[config.mk]
export PLATFORM = sky130hd
export DESIGN_NAME = led_color_fade_sequencer_top
export DESIGN_NICKNAME = d
export VERILOG_FILES = /design/src/hdl/lcfs_pkg.sv /design/src/hdl/lcfs_div.sv /design/src/hdl/led_color_fade_sequencer_top.sv
export SDC_FILE = /design/constraint.sdc
export NUM_CORES = 2
export LEC_CHECK = 0
export BUFFER_PORTS_ARGS = -buffer_cell sky130_fd_sc_hd__buf_4
export CAP_MARGIN = 10
export CORE_ASPECT_RATIO = 0.75
export CORE_MARGIN = 3
export CORE_UTILIZATION = 25
export CTS_BUF_LIST = sky130_fd_sc_hd__clkbuf_2 sky130_fd_sc_hd__clkbuf_4 sky130_fd_sc_hd__clkbuf_8
export CTS_CLUSTER_DIAMETER = 50
export DETAILED_ROUTE_END_ITERATION = 8
export REMOVE_ABC_BUFFERS = 1
export SYNTH_ARGS = -nofsm -noshare
export SYNTH_HDL_FRONTEND = slang
export SYNTH_SLANG_ARGS = --single-unit
[constraint.sdc]
create_clock -name clk -period 10.96 [get_ports clk]
set_input_delay 0.548 -clock clk [delete_from_list [all_inputs] [get_ports clk]]
set_output_delay 0.548 -clock clk [all_outputs]
set_load 0.01 [all_outputs]
[src/hdl/lcfs_pkg.sv]
// shared types, codes and constants for the color fade sequencer
package lcfs_pkg;

    localparam int TABLE_DEPTH_DEF = 16;
    localparam int DIV_W           = 32;
    localparam int ITER_W          = 6;
    localparam logic [DIV_W-1:0] SPEEDUP_BASE = 32'd100;
    // floor(x / 100) == (x * ceil(2^37 / 100)) >> 37 for every 32-bit x
    localparam int               SPEEDUP_SHIFT = 37;
    localparam logic [DIV_W-1:0] SPEEDUP_RECIP =
        32'(((64'd1 << SPEEDUP_SHIFT) + 64'(SPEEDUP_BASE) - 64'd1) / 64'(SPEEDUP_BASE));

    localparam logic [2:0] REQ_TICK  = 3'd0;
    localparam logic [2:0] REQ_LOAD  = 3'd1;
    localparam logic [2:0] REQ_START = 3'd2;
    localparam logic [2:0] REQ_STOP  = 3'd3;
    localparam logic [2:0] REQ_NEXT  = 3'd4;
    localparam logic [2:0] REQ_JUMP  = 3'd5;

    localparam logic [1:0] CFG_STEP_COUNT  = 2'd0;
    localparam logic [1:0] CFG_LOOP_ENABLE = 2'd1;
    localparam logic [1:0] CFG_SUNSET_MODE = 2'd2;

    typedef enum logic [3:0] {
        ST_IDLE,
        ST_DISPATCH,
        ST_START_WB,
        ST_JUMP_WB,
        ST_ADV,
        ST_ADV_WB,
        ST_TICK_RD,
        ST_TICK_SETUP,
        ST_MUL,
        ST_DIV_GO,
        ST_DIV_WAIT,
        ST_SUN_RD,
        ST_SUN_GO,
        ST_SUN_WAIT,
        ST_DONE
    } state_t;

    typedef struct packed {
        logic [2:0]  req_type;
        logic [31:0] now_ms;
        logic [3:0]  entry_index;
        logic [7:0]  in_red;
        logic [7:0]  in_green;
        logic [7:0]  in_blue;
        logic [31:0] interval_ms;
    } in_item_t;

    typedef struct packed {
        logic [7:0] out_red;
        logic [7:0] out_green;
        logic [7:0] out_blue;
        logic       running;
        logic [3:0] step_now;
    } out_item_t;

    typedef struct packed {
        logic              start;
        logic [DIV_W-1:0]  rem_init;
        logic [DIV_W-1:0]  quo_init;
        logic [DIV_W-1:0]  divisor;
        logic [ITER_W-1:0] iters;
    } div_req_t;

    typedef struct packed {
        logic             done;
        logic [DIV_W-1:0] quo;
        logic [DIV_W-1:0] rem;
    } div_rsp_t;

endpackage

[src/hdl/lcfs_div.sv]
// radix-2 restoring divider, one quotient bit per cycle
module lcfs_div
    import lcfs_pkg::*;
(
    input  logic     clk,
    input  logic     rst_n,
    input  div_req_t req,
    output div_rsp_t rsp
);

    logic              busy_reg;
    logic              done_reg;
    logic [ITER_W-1:0] cnt_reg;
    logic [DIV_W-1:0]  rem_reg;
    logic [DIV_W-1:0]  quo_reg;
    logic [DIV_W-1:0]  dvs_reg;
    logic [DIV_W:0]    trial;
    logic              ge;

    // shift in the next dividend bit and try the subtract
    assign trial = {rem_reg, quo_reg[DIV_W-1]};
    assign ge    = trial >= {1'b0, dvs_reg};

    always_ff @(posedge clk or negedge rst_n)
    begin
        if (!rst_n)
        begin
            busy_reg <= 1'b0;
            done_reg <= 1'b0;
            cnt_reg  <= '0;
        end
        else
        begin
            done_reg <= 1'b0;
            if (req.start)
            begin
                busy_reg <= 1'b1;
                cnt_reg  <= req.iters;
            end
            else if (busy_reg)
            begin
                cnt_reg <= cnt_reg - 1'b1;
                if (cnt_reg == ITER_W'(1))
                begin
                    busy_reg <= 1'b0;
                    done_reg <= 1'b1;
                end
            end
        end
    end

    always_ff @(posedge clk)
    begin
        if (req.start)
        begin
            rem_reg <= req.rem_init;
            quo_reg <= req.quo_init;
            dvs_reg <= req.divisor;
        end
        else if (busy_reg)
        begin
            rem_reg <= ge ? DIV_W'(trial - {1'b0, dvs_reg}) : trial[DIV_W-1:0];
            quo_reg <= {quo_reg[DIV_W-2:0], ge};
        end
    end

    assign rsp.done = done_reg;
    assign rsp.quo  = quo_reg;
    assign rsp.rem  = rem_reg;

endmodule

[src/hdl/led_color_fade_sequencer_top.sv]
// top level of the rgb keyframe color fade sequencer
// a tick that blends works through 3 channels, each a multiply plus an
// 8-step serial divide; sunset stop walks the interval table, reading, scaling
// and writing back one entry per step
// throughput: one item at a time, the next is taken once the result is in the output register
// reset: async active low, light black, idle, step 0, step_count 1; tables undefined until loaded
module led_color_fade_sequencer_top
    import lcfs_pkg::*;
#(
    parameter int TABLE_DEPTH = TABLE_DEPTH_DEF
)
(
    input  logic      clk,
    input  logic      rst_n,
    input  logic      in_valid,
    output logic      in_ready,
    input  in_item_t  in_item,
    output logic      out_valid,
    input  logic      out_ready,
    output out_item_t out_item,
    input  logic      cfg_valid,
    output logic      cfg_ready,
    input  logic [1:0] cfg_index,
    input  logic [7:0] cfg_data
);

    localparam int IDX_W = $clog2(TABLE_DEPTH);

    // keyframe tables, one synchronous read port shared by both
    logic [23:0] tgt_mem [TABLE_DEPTH];
    logic [31:0] ivl_mem [TABLE_DEPTH];

    state_t state_reg, state_next;

    // latched item
    logic [2:0]  req_reg;
    logic [31:0] now_reg;
    logic [3:0]  idx_reg;
    logic [23:0] tgt_in_reg;
    logic [31:0] ivl_in_reg;

    // sequencer state
    logic [23:0] light_reg, light_next;
    logic [23:0] origin_reg, origin_next;
    logic [4:0]  step_reg, step_next;
    logic [31:0] start_reg, start_next;
    logic [31:0] end_reg, end_next;
    logic        active_reg, active_next;

    // configuration
    logic [4:0] count_reg;
    logic       loop_reg;
    logic       sunset_reg;

    // memory port
    logic             rd_en;
    logic [IDX_W-1:0] rd_addr;
    logic             tgt_we;
    logic             ivl_we;
    logic [IDX_W-1:0] wr_addr;
    logic [31:0]      ivl_wdata;
    logic [23:0]      tgt_q;
    logic [31:0]      ivl_q;

    // fade math scratch
    logic [31:0] d_reg, d_next;
    logic [31:0] e_reg, e_next;
    logic [23:0] tgt_reg, tgt_next;
    logic [1:0]  ch_reg, ch_next;
    logic [39:0] prod_reg, prod_next;
    logic        up_reg, up_next;
    logic [7:0]  org_b_reg, org_b_next;
    logic [4:0]  walk_reg, walk_next;
    logic [63:0] sun_prod_reg, sun_prod_next;

    // output register
    logic      out_valid_reg, out_valid_next;
    out_item_t out_item_reg;
    logic      out_load;

    div_req_t div_req;
    div_rsp_t div_rsp;

    // helpers
    logic [4:0]  eff;
    logic [5:0]  step_inc;
    logic        adv_wrap;
    logic        adv_stop;
    logic [4:0]  adv_step;
    logic        load_ok;
    logic        jump_ok;
    logic        in_acc;
    logic [31:0] d_cur;
    logic [31:0] e_raw;
    logic [7:0]  o_b;
    logic [7:0]  t_b;
    logic [7:0]  diff_b;
    logic [7:0]  blend_b;

    function automatic logic [IDX_W-1:0] tbl_idx(input logic [4:0] s);
        tbl_idx = (32'(s) < TABLE_DEPTH) ? IDX_W'(s) : '0;
    endfunction

    function automatic logic [7:0] byte_of(input logic [23:0] c, input logic [1:0] ch);
        logic [7:0] b;
        case (ch)
            2'd0:    b = c[23:16];
            2'd1:    b = c[15:8];
            default: b = c[7:0];
        endcase
        return b;
    endfunction

    lcfs_div u_div
    (
        .clk   (clk),
        .rst_n (rst_n),
        .req   (div_req),
        .rsp   (div_rsp)
    );

    // step count clamped to the table depth
    assign eff      = (32'(count_reg) > TABLE_DEPTH) ? 5'(TABLE_DEPTH) : count_reg;
    assign step_inc = {1'b0, step_reg} + 6'd1;
    assign adv_wrap = step_inc >= {1'b0, eff};
    assign adv_stop = adv_wrap && !loop_reg;
    assign adv_step = adv_wrap ? 5'd0 : step_inc[4:0];
    assign load_ok  = 32'(idx_reg) < TABLE_DEPTH;
    assign jump_ok  = active_reg && ({1'b0, idx_reg} < eff);

    assign in_ready  = (state_reg == ST_IDLE);
    assign in_acc    = in_valid && in_ready;
    assign cfg_ready = 1'b1;
    assign out_valid = out_valid_reg;
    assign out_item  = out_item_reg;
    assign out_load  = (state_reg == ST_DONE) && (!out_valid_reg || out_ready);

    // fade arithmetic
    assign d_cur  = end_reg - start_reg;
    assign e_raw  = now_reg - start_reg;
    assign o_b    = byte_of(origin_reg, ch_reg);
    assign t_b    = byte_of(tgt_reg, ch_reg);
    assign diff_b = (t_b >= o_b) ? (t_b - o_b) : (o_b - t_b);
    // falling channels round the step away from the origin, i.e. ceiling of the quotient
    assign blend_b = up_reg ? (org_b_reg + div_rsp.quo[7:0])
                            : (org_b_reg - div_rsp.quo[7:0]
                               - {7'd0, (div_rsp.rem != '0)});

    // next state
    always_comb
    begin
        state_next = state_reg;
        case (state_reg)
            ST_IDLE:
            begin
                if (in_valid)
                    state_next = ST_DISPATCH;
            end
            ST_DISPATCH:
            begin
                case (req_reg)
                    REQ_START: state_next = ST_START_WB;
                    REQ_STOP:  state_next = (active_reg && sunset_reg) ? ST_SUN_RD : ST_DONE;
                    REQ_NEXT:  state_next = active_reg ? ST_ADV : ST_DONE;
                    REQ_JUMP:  state_next = jump_ok ? ST_JUMP_WB : ST_DONE;
                    REQ_TICK:
                    begin
                        if (!active_reg)
                            state_next = ST_DONE;
                        else if (now_reg > end_reg)
                            state_next = ST_ADV;
                        else
                            state_next = ST_TICK_RD;
                    end
                    default:   state_next = ST_DONE;
                endcase
            end
            ST_START_WB:   state_next = ST_DONE;
            ST_JUMP_WB:    state_next = ST_DONE;
            ST_ADV:        state_next = adv_stop ? ST_DONE : ST_ADV_WB;
            ST_ADV_WB:     state_next = (req_reg == REQ_TICK) ? ST_TICK_RD : ST_DONE;
            ST_TICK_RD:    state_next = ST_TICK_SETUP;
            ST_TICK_SETUP: state_next = (d_cur == '0) ? ST_DONE : ST_MUL;
            ST_MUL:        state_next = ST_DIV_GO;
            ST_DIV_GO:     state_next = ST_DIV_WAIT;
            ST_DIV_WAIT:
            begin
                if (div_rsp.done)
                    state_next = (ch_reg == 2'd2) ? ST_DONE : ST_MUL;
            end
            ST_SUN_RD:     state_next = (walk_reg >= eff) ? ST_ADV : ST_SUN_GO;
            ST_SUN_GO:     state_next = ST_SUN_WAIT;
            ST_SUN_WAIT:   state_next = ST_SUN_RD;
            ST_DONE:
            begin
                if (out_load)
                    state_next = ST_IDLE;
            end
            default:       state_next = ST_IDLE;
        endcase
    end

    // datapath and memory control
    always_comb
    begin
        light_next    = light_reg;
        origin_next   = origin_reg;
        step_next     = step_reg;
        start_next    = start_reg;
        end_next      = end_reg;
        active_next   = active_reg;
        d_next        = d_reg;
        e_next        = e_reg;
        tgt_next      = tgt_reg;
        ch_next       = ch_reg;
        prod_next     = prod_reg;
        up_next       = up_reg;
        org_b_next    = org_b_reg;
        walk_next     = walk_reg;
        sun_prod_next = sun_prod_reg;
        rd_en         = 1'b0;
        rd_addr       = '0;
        tgt_we        = 1'b0;
        ivl_we        = 1'b0;
        wr_addr       = IDX_W'(idx_reg);
        ivl_wdata     = ivl_in_reg;
        div_req       = '0;

        case (state_reg)
            ST_DISPATCH:
            begin
                case (req_reg)
                    REQ_LOAD:
                    begin
                        tgt_we = load_ok;
                        ivl_we = load_ok;
                    end
                    REQ_START:
                    begin
                        rd_en   = 1'b1;
                        rd_addr = '0;
                    end
                    REQ_STOP:
                    begin
                        if (active_reg && sunset_reg)
                            walk_next = '0;
                        else
                        begin
                            light_next  = '0;
                            active_next = 1'b0;
                        end
                    end
                    REQ_NEXT:
                    begin
                        if (active_reg)
                            end_next = now_reg;
                    end
                    REQ_JUMP:
                    begin
                        rd_en   = 1'b1;
                        rd_addr = tbl_idx({1'b0, idx_reg});
                    end
                    default:
                    begin
                    end
                endcase
            end
            ST_START_WB:
            begin
                active_next = 1'b1;
                step_next   = '0;
                start_next  = now_reg;
                end_next    = now_reg + ivl_q;
                origin_next = light_reg;
            end
            ST_JUMP_WB:
            begin
                step_next  = {1'b0, idx_reg};
                start_next = now_reg;
                end_next   = end_reg + ivl_q;
            end
            ST_ADV:
            begin
                if (adv_stop)
                begin
                    step_next   = step_inc[4:0];
                    active_next = 1'b0;
                    light_next  = '0;
                end
                else
                begin
                    step_next = adv_step;
                    rd_en     = 1'b1;
                    rd_addr   = tbl_idx(adv_step);
                end
            end
            ST_ADV_WB:
            begin
                start_next  = now_reg;
                end_next    = end_reg + ivl_q;
                origin_next = light_reg;
            end
            ST_TICK_RD:
            begin
                rd_en   = 1'b1;
                rd_addr = tbl_idx(step_reg);
            end
            ST_TICK_SETUP:
            begin
                tgt_next = tgt_q;
                d_next   = d_cur;
                e_next   = (e_raw > d_cur) ? d_cur : e_raw;
                ch_next  = '0;
                if (d_cur == '0)
                    light_next = tgt_q;
            end
            ST_MUL:
            begin
                prod_next  = 40'(e_reg) * 40'(diff_b);
                up_next    = t_b >= o_b;
                org_b_next = o_b;
            end
            ST_DIV_GO:
            begin
                // product stays below d*256, so its top 32 bits are already below d
                div_req.start    = 1'b1;
                div_req.rem_init = prod_reg[39:8];
                div_req.quo_init = {prod_reg[7:0], 24'd0};
                div_req.divisor  = d_reg;
                div_req.iters    = ITER_W'(8);
            end
            ST_DIV_WAIT:
            begin
                if (div_rsp.done)
                begin
                    case (ch_reg)
                        2'd0:    light_next[23:16] = blend_b;
                        2'd1:    light_next[15:8]  = blend_b;
                        default: light_next[7:0]   = blend_b;
                    endcase
                    ch_next = ch_reg + 2'd1;
                end
            end
            ST_SUN_RD:
            begin
                if (walk_reg >= eff)
                    end_next = now_reg;
                else
                begin
                    rd_en   = 1'b1;
                    rd_addr = IDX_W'(walk_reg);
                end
            end
            ST_SUN_GO:
            begin
                // x / (100 * 2^i) == (x >> i) / 100, done as a reciprocal multiply
                sun_prod_next = 64'(ivl_q >> walk_reg) * 64'(SPEEDUP_RECIP);
            end
            ST_SUN_WAIT:
            begin
                ivl_we    = 1'b1;
                wr_addr   = IDX_W'(walk_reg);
                ivl_wdata = 32'(sun_prod_reg[63:SPEEDUP_SHIFT]);
                walk_next = walk_reg + 5'd1;
            end
            default:
            begin
            end
        endcase
    end

    // output handshake
    always_comb
    begin
        if (out_load)
            out_valid_next = 1'b1;
        else if (out_ready)
            out_valid_next = 1'b0;
        else
            out_valid_next = out_valid_reg;
    end

    // keyframe memories
    always_ff @(posedge clk)
    begin
        if (tgt_we)
            tgt_mem[wr_addr] <= tgt_in_reg;
        if (ivl_we)
            ivl_mem[wr_addr] <= ivl_wdata;
        if (rd_en)
        begin
            tgt_q <= tgt_mem[rd_addr];
            ivl_q <= ivl_mem[rd_addr];
        end
    end

    // control and sequencer state
    always_ff @(posedge clk or negedge rst_n)
    begin
        if (!rst_n)
        begin
            state_reg     <= ST_IDLE;
            light_reg     <= '0;
            origin_reg    <= '0;
            step_reg      <= '0;
            start_reg     <= '0;
            end_reg       <= '0;
            active_reg    <= 1'b0;
            count_reg     <= 5'd1;
            loop_reg      <= 1'b0;
            sunset_reg    <= 1'b0;
            out_valid_reg <= 1'b0;
            ch_reg        <= '0;
            walk_reg      <= '0;
        end
        else
        begin
            state_reg     <= state_next;
            light_reg     <= light_next;
            origin_reg    <= origin_next;
            step_reg      <= step_next;
            start_reg     <= start_next;
            end_reg       <= end_next;
            active_reg    <= active_next;
            out_valid_reg <= out_valid_next;
            ch_reg        <= ch_next;
            walk_reg      <= walk_next;
            if (cfg_valid && cfg_ready)
            begin
                case (cfg_index)
                    CFG_STEP_COUNT:  count_reg  <= cfg_data[4:0];
                    CFG_LOOP_ENABLE: loop_reg   <= cfg_data[0];
                    CFG_SUNSET_MODE: sunset_reg <= cfg_data[0];
                    default:
                    begin
                    end
                endcase
            end
        end
    end

    // payload registers
    always_ff @(posedge clk)
    begin
        if (in_acc)
        begin
            req_reg    <= in_item.req_type;
            now_reg    <= in_item.now_ms;
            idx_reg    <= in_item.entry_index;
            tgt_in_reg <= {in_item.in_red, in_item.in_green, in_item.in_blue};
            ivl_in_reg <= in_item.interval_ms;
        end
        d_reg        <= d_next;
        e_reg        <= e_next;
        tgt_reg      <= tgt_next;
        prod_reg     <= prod_next;
        up_reg       <= up_next;
        org_b_reg    <= org_b_next;
        sun_prod_reg <= sun_prod_next;
        if (out_load)
        begin
            out_item_reg.out_red   <= light_reg[23:16];
            out_item_reg.out_green <= light_reg[15:8];
            out_item_reg.out_blue  <= light_reg[7:0];
            out_item_reg.running   <= active_reg;
            out_item_reg.step_now  <= step_reg[3:0];
        end
    end

endmodule

==> impl_results.md <==
- Number of global-route vias before repair: 59380
- DR pass1 iterations: 6
- Share of the synthesized area in the top cell type: 43.21%
- CP most frequent cell: fa_1
- Top-count cell post-synth: edfxtp_1
- Wirelength, routed: 260400 um
- Distinct cells, synth: 95
- Hold path startpoint: in_valid
- Starting Density: 25.14%
- Critical path peak fanout: 38
- Dpl ws: 527.7 ps
- Slew headroom: 14.01%
- Met2 wire length: 113800 um
- Synthesis Warnings: 0
- Register area share after synthesis: 47.12%
- CTS clk-pin slew, worst paths: 70 ps
- Pins Over Slew Limit: 0
- DR WL/cell: 19.54 um
- Crit path arrival time: 11290 ps
- Hold EP: state_reg[0]
- Synthesized cell area: 92840 um^2
- Row cnt: 193
- Fin nets: 9641
- Largest area contributor in the netlist: edfxtp_1
- DR vias/cell: 4.558
- Worst Setup End Kind: flip-flop
- Clock net sink count: 1481
- Die Wd: 709.7 um
- Most frequent cells after synthesis: edfxtp_1, inv_1, nand2_1
- Worst reg2reg path depth: 30
- Clk_lat worst skew: 1070 ps
- Routed vias: 60760
- Largest net degree at the start of global routing: 152
- Die Y: 533.7 um
- CTS H-tree depth: 4
- Initial antenna violation count: 16
- Leak: 0.04215 uW
- Crit path kind: reg -> reg
- Avg Cell Area, Syn: 11.64 um^2
- Final ANT Viol Nets: 0
- Seq cells post-synth: 1481
- Share of cells above drive strength 1: 10.37%
- Critical Path RT: 11750 ps
- Max clock buf depth: 4
- Startpoint types: flip-flop
- Cells on Worst Hold Path: 4
- CTS tree: yes
- Min cycle time layout: 10500 ps
- Met3 routed wirelength: 18780 um
- Final Skew: 157.2 ps
- Pwr per Cell Area: 106.4 nW/um^2
- Ports: 142
- R2r startpoint: walk_reg[1]
- Layout overhead on the synthesized area: 14.40%
- Port buffer count: 137
- Max FFs per register: 512
- Flop2flop setup slack: 460 ps
- Tightest Pin Transition: 1290 ps
- Status: finished, final reports clean
- All-layer global routing usage: 13.45%
- DRT iter0 DRCs: 5175
- Final worst setup slack: 456.3 ps
- EDFF count, synth: 1336
- Tcrit/Tclk final: 95.84%
- FMAX: 95.20 MHz
- DIE AREA: 378800 um^2
- Max Used Layer: met5
- DRC viols: 0
- Slowest stage cell, crit path: dfrtp_2
- Core area: 369200 um^2
- Setup TNS: 0 ps
- Worst min path class: in -> reg
- Remaining global-route overflow: 0
- Final hold vios: 0
- Post-synth ARST share: 9.791%
- IR Drop Worst-Case VDD: 106.0 uV
- Post-cts repair resize count: 0
- RePlAce Congestion: 0.9300
- R2R Path End: sun_prod_reg[60]
- Ys flop type: edfxtp_1
- Slowest stage delay, CP: 890 ps
- Max_cap viols: 0
- DPL Wire Length: 186400 um
- Post-Syn Instances: 7974
- Largest cells by area after synthesis: edfxtp_1, fa_1, ha_1, inv_1, dfrtp_1
- Met1 WL: 120200 um
- Final setup viols: 0
- First-pass GRT wire length: 388000 um
- TritonCTS Buffers: 245
- Clock root buffer master: clkbuf_8
- Unrepaired setup endpoints after global routing: no
## per-layer routing
layer | vias to the layer above | track usage, %
met5 | - | 0
met4 | 6 | 3.789
met3 | 369 | 2.460
met2 | 1880 | 20.54
met1 | 29940 | 19.40
li1 | 28570 | -
## stage by stage
step | hold slack, ps | instance area, um^2 | total power [uW] | utilization (%) | cells
2_1_floorplan | 252.4 | 91620 | 6222 | - | 7652
3_3_place_gp | 437.7 | 100100 | 6300 | 27.11 | 12770
3_5_place_dp | 441.5 | 100100 | 6301 | 27.11 | 12770
4_1_cts | 58.76 | 106200 | 11450 | 28.76 | 13320
5_1_grt | 119.3 | 106200 | 11700 | 28.76 | 13320
6_report | 155.2 | 106200 | 11300 | 28.76 | 13330
## critical path, delay by kind of cell (launching register included)
| family | cells | cell delay, ps |
|---|---|---|
| adders and majority gates | 8 | 3840 |
| AOI/OAI and AO/OA | 10 | 3410 |
| DFF | 1 | 890 |
| buffers and inverters | 5 | 700 |
| and+or+nand+nor | 3 | 700 |
| muxes | 3 | 650 |
| xor gates and xnor gates | 1 | 100 |
## power by group
part	internal [uW]	switching (uW)
Sequential	6080	10.2
Clock	2750	2340
Combinational	63.5	57.0
Total	8890	2400
## final cells by class
cell class	instances	area, um^2
multi-input cells	5169	44570
well taps	4875	6100
flip-flops and latches	1481	43750
repair buffers	353	2997
diodes	8	20.02
fillers	37750	263000
inverters	1002	3766
clock inverters	116	973.4
clock buffers	326	4030
## cells in the final DEF, fill, tap and decap left out, types with 18 or more instances in the layout
cell	netlist	final
nor2b_1	126	125
a21oi_1	385	380
mux2i_1	68	67
buf_4	1	239
nor4_1	20	19
o21a_1	44	44
a211oi_1	332	332
clkbuf_8	0	253
a22o_1	18	18
ha_1	700	700
nand4_1	43	43
nand2b_1	60	59
dfrtp_1	144	142
fa_1	579	579
clkinv_2	0	25
mux2_2	107	107
dlygate4sd3_1	0	107
and2_1	426	425
xor2_1	56	54
a31oi_1	127	125
edfxtp_1	1336	1336
mux4_2	19	19
clkbuf_4	0	73
a311oi_1	118	118
nor3_1	52	50
inv_1	1000	999
o21ai_0	216	214
clkinv_1	1	55
xnor2_1	129	125
nand3_1	57	56
nand2_1	882	881
a21o_1	103	102
nor2_4	0	33
o21bai_1	30	30
nor2_1	227	194
## logic make-up (layout without fill, tap and decap cells)
| kind of cell | count (synthesis) | in the layout | synth area share [%] |
|---|---|---|---|
| buffers and inverters | 1324 | 1797 | 5.363 |
| DFF | 1481 | 1481 | 47.12 |
| adders and majority gates | 1279 | 1279 | 21.92 |
| AOI/OAI and AO/OA | 1530 | 1530 | 11.00 |
| other | 1 | 9 | 0.004039 |
| muxes | 196 | 196 | 2.524 |
| xor gates and xnor gates | 185 | 185 | 1.745 |
| and+or+nand+nor | 1978 | 1978 | 10.32 |
## how the worst max path moves through the flow
stage | startpoint | to | slack (ps) | cells after the start
6_report | walk_reg[1] | sun_prod_reg[60] | 460 | 30
3_3_place_gp | walk_reg[1] | sun_prod_reg[60] | 650 | 30
3_5_place_dp | walk_reg[1] | sun_prod_reg[60] | 530 | 30
5_1_grt | walk_reg[1] | sun_prod_reg[60] | 20 | 30
2_1_floorplan | walk_reg[0] | ivl_q[0] | -18170 | 13
4_1_cts | walk_reg[1] | sun_prod_reg[60] | 580 | 30
## timing repair
item / in CTS / in global routing
hold endpoints to repair: 176 / 0
buffers inserted: 0 / 0
hold buffers: 107 / 0
endpoints found under the setup margin: 0 / 0
(Power assumes the default switching activity.)
